==> config.mk <==
export PLATFORM = sky130hd
export DESIGN_NAME = qsvt_csr
export DESIGN_NICKNAME = d
export VERILOG_FILES = /design/src/rtl/qsvt_pkg.sv /design/src/rtl/qsvt_csr.sv
export SDC_FILE = /design/constraint.sdc
export NUM_CORES = 1
export LEC_CHECK = 0
export BUFFER_PORTS_ARGS = -buffer_cell sky130_fd_sc_hd__buf_2
export CELL_PAD_IN_SITES_DETAIL_PLACEMENT = 1
export CELL_PAD_IN_SITES_GLOBAL_PLACEMENT = 1
export CORE_ASPECT_RATIO = 1.1
export CORE_UTILIZATION = 30
export CTS_BUF_LIST = sky130_fd_sc_hd__clkbuf_4
export DETAILED_ROUTE_END_ITERATION = 8
export GPL_ROUTABILITY_DRIVEN = 0
export PLACE_DENSITY_LB_ADDON = 0.1
export SYNTH_ARGS = -nofsm -noshare
export SYNTH_HDL_FRONTEND = slang
export SYNTH_SLANG_ARGS = --single-unit
==> constraint.sdc <==
create_clock -name clock -period 2.35 [get_ports clock]
set_input_delay 0.235 -clock clock [delete_from_list [all_inputs] [get_ports clock]]
set_output_delay 0.235 -clock clock [all_outputs]
set_load 0.01 [all_outputs]
==> src/rtl/qsvt_pkg.sv <==
// ----------------------------------------------------------------------------
// Quaternion placement transform package
// Shared widths, register indexes, reset values and the structures that
// pass between the stages of the vertex transform.
// ----------------------------------------------------------------------------
`default_nettype none

package qsvt_pkg;

   localparam int QuatWidth     = 16;
   localparam int CoordWidth    = 32;
   localparam int ScaleWidth    = 16;
   localparam int ColorWidth    = 32;
   localparam int ByteWidth     = 8;
   localparam int CsrIndexWidth = 3;
   localparam int CsrDataWidth  = 32;

   localparam int ProdWidth   = 2 * QuatWidth;
   localparam int EntryWidth  = 34;
   localparam int ScaledWidth = 50;
   localparam int LoWidth     = 25;
   localparam int HiWidth     = ScaledWidth - LoWidth;
   localparam int LoProdWidth = CoordWidth + LoWidth + 1;
   localparam int HiProdWidth = CoordWidth + HiWidth;
   localparam int SumWidth    = 84;
   localparam int FracShift   = 36;
   localparam int QuotWidth   = SumWidth - FracShift;
   localparam int MatrixSize  = 9;

   localparam int NormOne = 1 << 28;
   localparam logic [EntryWidth-1:0] NormTol = EntryWidth'(NormOne / 500);
   localparam logic [SumWidth-1:0] RoundHalf = SumWidth'(1) << (FracShift - 1);

   localparam logic [QuatWidth-1:0]  QuatWReset  = 16'd16384;
   localparam logic [ScaleWidth-1:0] ScaleReset  = 16'd256;

   typedef enum logic [CsrIndexWidth-1:0] {
      CSR_QUAT_X,
      CSR_QUAT_Y,
      CSR_QUAT_Z,
      CSR_QUAT_W,
      CSR_ORIGIN_X,
      CSR_ORIGIN_Y,
      CSR_ORIGIN_Z,
      CSR_SCALE
   } csr_index_type;

   typedef struct packed {
      logic [QuatWidth-1:0]  quat_x;
      logic [QuatWidth-1:0]  quat_y;
      logic [QuatWidth-1:0]  quat_z;
      logic [QuatWidth-1:0]  quat_w;
      logic [CoordWidth-1:0] origin_x;
      logic [CoordWidth-1:0] origin_y;
      logic [CoordWidth-1:0] origin_z;
      logic [ScaleWidth-1:0] scale;
   } qsvt_cfg_type;

   // Entry k*3+r of m is the matrix entry a[k][r] already multiplied by scale.
   typedef struct packed {
      logic [CoordWidth-1:0]                   vertex_x;
      logic [CoordWidth-1:0]                   vertex_y;
      logic [CoordWidth-1:0]                   vertex_z;
      logic [ColorWidth-1:0]                   color;
      logic                                    bad;
      logic [MatrixSize-1:0][ScaledWidth-1:0]  m;
   } qsvt_rot_out_type;

endpackage

`default_nettype wire

==> src/rtl/qsvt_csr.sv <==
// ----------------------------------------------------------------------------
// Quaternion placement transform configuration registers
// Holds the quaternion, origin and scale written through the plain write port.
// ----------------------------------------------------------------------------
`default_nettype none

module qsvt_csr (
   input  logic                                 clock,
   input  logic                                 reset,
   input  logic                                 csr_write_enable,
   input  logic [qsvt_pkg::CsrIndexWidth-1:0]   csr_index,
   input  logic [qsvt_pkg::CsrDataWidth-1:0]    csr_write_data,
   output qsvt_pkg::qsvt_cfg_type               cfg
);

   qsvt_pkg::qsvt_cfg_type cfg_ff;

   always_ff @(posedge clock) begin
      if (reset) begin
         cfg_ff.quat_x   <= '0;
         cfg_ff.quat_y   <= '0;
         cfg_ff.quat_z   <= '0;
         cfg_ff.quat_w   <= qsvt_pkg::QuatWReset;
         cfg_ff.origin_x <= '0;
         cfg_ff.origin_y <= '0;
         cfg_ff.origin_z <= '0;
         cfg_ff.scale    <= qsvt_pkg::ScaleReset;
      end else if (csr_write_enable) begin
         unique case (qsvt_pkg::csr_index_type'(csr_index))
            qsvt_pkg::CSR_QUAT_X: begin
               cfg_ff.quat_x <= csr_write_data[qsvt_pkg::QuatWidth-1:0];
            end
            qsvt_pkg::CSR_QUAT_Y: begin
               cfg_ff.quat_y <= csr_write_data[qsvt_pkg::QuatWidth-1:0];
            end
            qsvt_pkg::CSR_QUAT_Z: begin
               cfg_ff.quat_z <= csr_write_data[qsvt_pkg::QuatWidth-1:0];
            end
            qsvt_pkg::CSR_QUAT_W: begin
               cfg_ff.quat_w <= csr_write_data[qsvt_pkg::QuatWidth-1:0];
            end
            qsvt_pkg::CSR_ORIGIN_X: begin
               cfg_ff.origin_x <= csr_write_data[qsvt_pkg::CoordWidth-1:0];
            end
            qsvt_pkg::CSR_ORIGIN_Y: begin
               cfg_ff.origin_y <= csr_write_data[qsvt_pkg::CoordWidth-1:0];
            end
            qsvt_pkg::CSR_ORIGIN_Z: begin
               cfg_ff.origin_z <= csr_write_data[qsvt_pkg::CoordWidth-1:0];
            end
            qsvt_pkg::CSR_SCALE: begin
               cfg_ff.scale <= csr_write_data[qsvt_pkg::ScaleWidth-1:0];
            end
            default: begin
            end
         endcase
      end
   end

   assign cfg = cfg_ff;

endmodule

`default_nettype wire

---- After elaboration in Yosys (flattened, before gate mapping) ----
Cells that the tools add are included.
word-level totals
  logic and storage cells ................. 24
  output and inout bits ................... 176
  flip-flop bits (word level) ............. 176
cells by class
  reductions and logical operators ........ 9
  equal/unequal tests ..................... 7
operators by type and width
  cell                number
  $reduce_and 2->1    8
  $eq 3x3->1 const B  4
  $eq 3x2->1 const B  2
  $eq 3x1->1 const B  1
  $logic_not 3->1     1

---- Depth between registers and ports, before layout ----
  word-level depth ........................ 2
  depth in mapped cells ................... 5

---- Worst setup path after synthesis ----
OpenSTA, ideal clock, no wires.
  kind .................................... input-to-reg
  start point ............................. input port csr_index[1] (netlist name)
  end point ............................... register cfg_ff (netlist bit cfg[175])
  stages .................................. 5
  data arrival time ....................... 1.277 ns
  path slack .............................. 0.944 ns
  cells stage by stage .................... buf_2 -> or4b_4 -> buf_6 -> buf_12 -> mux2i_1
on the way
  word-level cells in the longest chain between the ends .. 2
ends and longest elaborated chain
  element                     line            text
  start: declaration          qsvt_csr.sv:11  input logic [qsvt_pkg::CsrIndexWidth-1:0] csr_index,
  $logic_not 3->1             qsvt_csr.sv:29  unique case (qsvt_pkg::csr_index_type'(csr_index))
  $reduce_and 2->1 (no line)  --
  end: declaration            qsvt_csr.sv:16  qsvt_pkg::qsvt_cfg_type cfg_ff;
Every way passes these cells.
A chain may end at the register's enable or synchronous reset.

---- Worst setup path after layout ----
  start point ............................. register cfg_ff (netlist bit cfg[129])
  end point ............................... output port cfg[129] (netlist name)
RTL lines
  element           line            text
  end: declaration  qsvt_csr.sv:13  output qsvt_pkg::qsvt_cfg_type cfg
No word-level cell between the ends.

==> impl_metrics.json <==
{
  "status": "completed",
  "cp-end-kind": "output pin",
  "met1_length_mm": 8.51,
  "critPathArrivalTime_ns": 1.09,
  "fin_setup_tns_ns": 0,
  "numCtsBuffers": 17,
  "leakagePower_nw": 4.61,
  "io_pins": 214,
  "finalHoldViolations": 0,
  "synthCells": 631,
  "num_rows": 58,
  "met2WireLength_mm": 9.76,
  "synthesis.nets": 669,
  "cts.sinks": 176,
  "grt_usage_pct": 16.9,
  "dr_wl_met3_mm": 1.12,
  "drt_wl_total_mm": 19.7,
  "viasPerCell": 4.45,
  "antenna_found_initial": 4,
  "hp-class": "input pin to flop",
  "seqCellArea_um2": 3520,
  "cts.htree.levels": 4,
  "drv_slew": 0,
  "clock-skew-final_ns": 0,
  "fillers": 2630,
  "start_kind": "flop",
  "layout_min_cycle_time_ns": 1.33,
  "yosysSeqAreaShare_pct": 50.6,
  "path_cells": "buf_2",
  "drtAntennaViolNets": 0,
  "powerDensity_nw_per_um2": 606,
  "holdBufCountCts": 18,
  "grt_pass1_wl_mm": 30.8,
  "grt_pass1_vias": 5488,
  "cpPeakStageDelay_ns": 0.39,
  "max_slew_margin_pct": 39.4,
  "multi_input_area_um2": 3190,
  "dp_hpwl_mm": 13.8,
  "nets": 872,
  "slowest_stage": "dfxtp_1",
  "crit_fanout": 2,
  "synth_cell_types": 15,
  "max_freq_mhz": 753,
  "largest_register_ff_count": 176,
  "cts_tree": "yes",
  "root_buffer": "clkbuf_4",
  "initial_utilization_pct": 30.6,
  "wl_per_cell_um": 17.2,
  "drt_iter0_markers": 147,
  "holdPathStages": 3,
  "avgSynthCellArea_um2": 11.0,
  "ff2ff_path_depth": 2,
  "die_area_um2": 23800,
  "ys_ff_latch": 176,
  "grt_overflow": 0,
  "rrSetupSlack_ns": 1.69,
  "drcViolationCount": 0,
  "core_um2": 22800,
  "path_clk_slew_ns": 0.15,
  "syn2layout_area_growth_pct": 26.0,
  "drt_first_pass_iters": 4,
  "drive_gt1_share_pct": 30.9,
  "post-cts-setup-buffers": 0,
  "clk_path_buf_depth": 2,
  "cts-resized-gates": 0,
  "cp.depth": 1,
  "die_w_um": 147,
  "die_y_um": 162,
  "setup-violations-final": 0,
  "crit_type": "flop to output pin",
  "ir_drop_mv": 0.304,
  "crit_family": "flip-flops",
  "clock_latency_ns": 0.55,
  "cp_num_buf_inv": 1,
  "drv_cap": 0,
  "port_buffers": 213,
  "finalCritPeriodShare_pct": 56.5,
  "required_ns": 2.12,
  "ys_warn_count": 0,
  "rsz0062_at_grt": "no",
  "mostFrequentLayoutCells": "buf_2 (212), nand2b_1 (206), mux2i_1 (176), dfxtp_1 (176), clkbuf_4 (20)",
  "tightest_slew_ns": 0.909,
  "final_common_cell": "buf_2",
  "maxUsedRoutingLayer": "met4",
  "num_vias": 5127,
  "syn-cell-area_um2": 6960,
  "whs_ns": 0.106,
  "grt_max_degree": 56
}
==> stage by stage <==
step | util (%) | setup slack, ns | cells | total power [mW] | instance area, um^2
CTS | 38.5 | 0.934 | 1147 | 5.43 | 8760
floorplan | - | 0.944 | 631 | 3.43 | 6960
global route | 38.5 | 0.912 | 1150 | 5.59 | 8770
finish | 38.5 | 1.02 | 1151 | 5.32 | 8770
detailed placement | 36.4 | 0.557 | 1097 | 3.62 | 8300
global placement | 36.4 | 0.621 | 1097 | 3.61 | 8300
==> final timing paths <==
check,start,endpoint
max,cfg[129],cfg[129]
min,csr_index[0],cfg[110]
max reg2reg,cfg[31],cfg[31]
min reg2reg,cfg[139],cfg[139]
==> cell families (layout without fill, tap and decap cells) <==
| kind of cell | after synthesis | in the layout | synth area share [%] |
|---|---|---|---|
| mux | 176 | 176 | 25.3 |
| buf+inv | 60 | 276 | 4.11 |
| simple gates | 219 | 219 | 20.0 |
| other cells | 0 | 4 | 0 |
| flops | 176 | 176 | 50.6 |
==> cell type report <==
class	instances	share of cell area, %
Antenna cell	4	0.114
Clock buffer	20	1.71
Clock inverter	12	1.54
Multi-Input combinational cell	395	36.4
Sequential cell	176	40.2
Tap cell	300	4.28
Timing Repair Buffer	244	15.8
==> metal layers <==
metal | up-vias | GRT usage [%]
li1 | 2469 | -
met1 | 2491 | 19.9
met2 | 146 | 29.2
met3 | 21 | 4.63
met4 | 0 | 6.28
met5 | - | 0
==> cells in the mapped netlist <==
library cell,instances,area [um^2]
buf_2,18,90.1
nor2_1,4,15.0
nand4bb_1,2,22.5
nor4bb_1,2,20.0
buf_1,4,15.0
nand4b_1,3,26.3
mux2i_1,176,1760
buf_4,2,15.0
buf_12,1,20.0
or4b_4,1,13.8
buf_6,2,22.5
dfxtp_1,176,3520
nand2b_1,206,1290
clkbuf_1,33,124
nand4_1,1,6.26
==> power breakdown <==
part / switching (mW) / internal, mW / leakage [nW]
clock: 1.08 / 0.673 / 0.148
combinational: 0.251 / 0.227 / 3.04
sequential: 0.0356 / 3.05 / 1.42
Note: power is estimated with default switching activity, not from simulation.
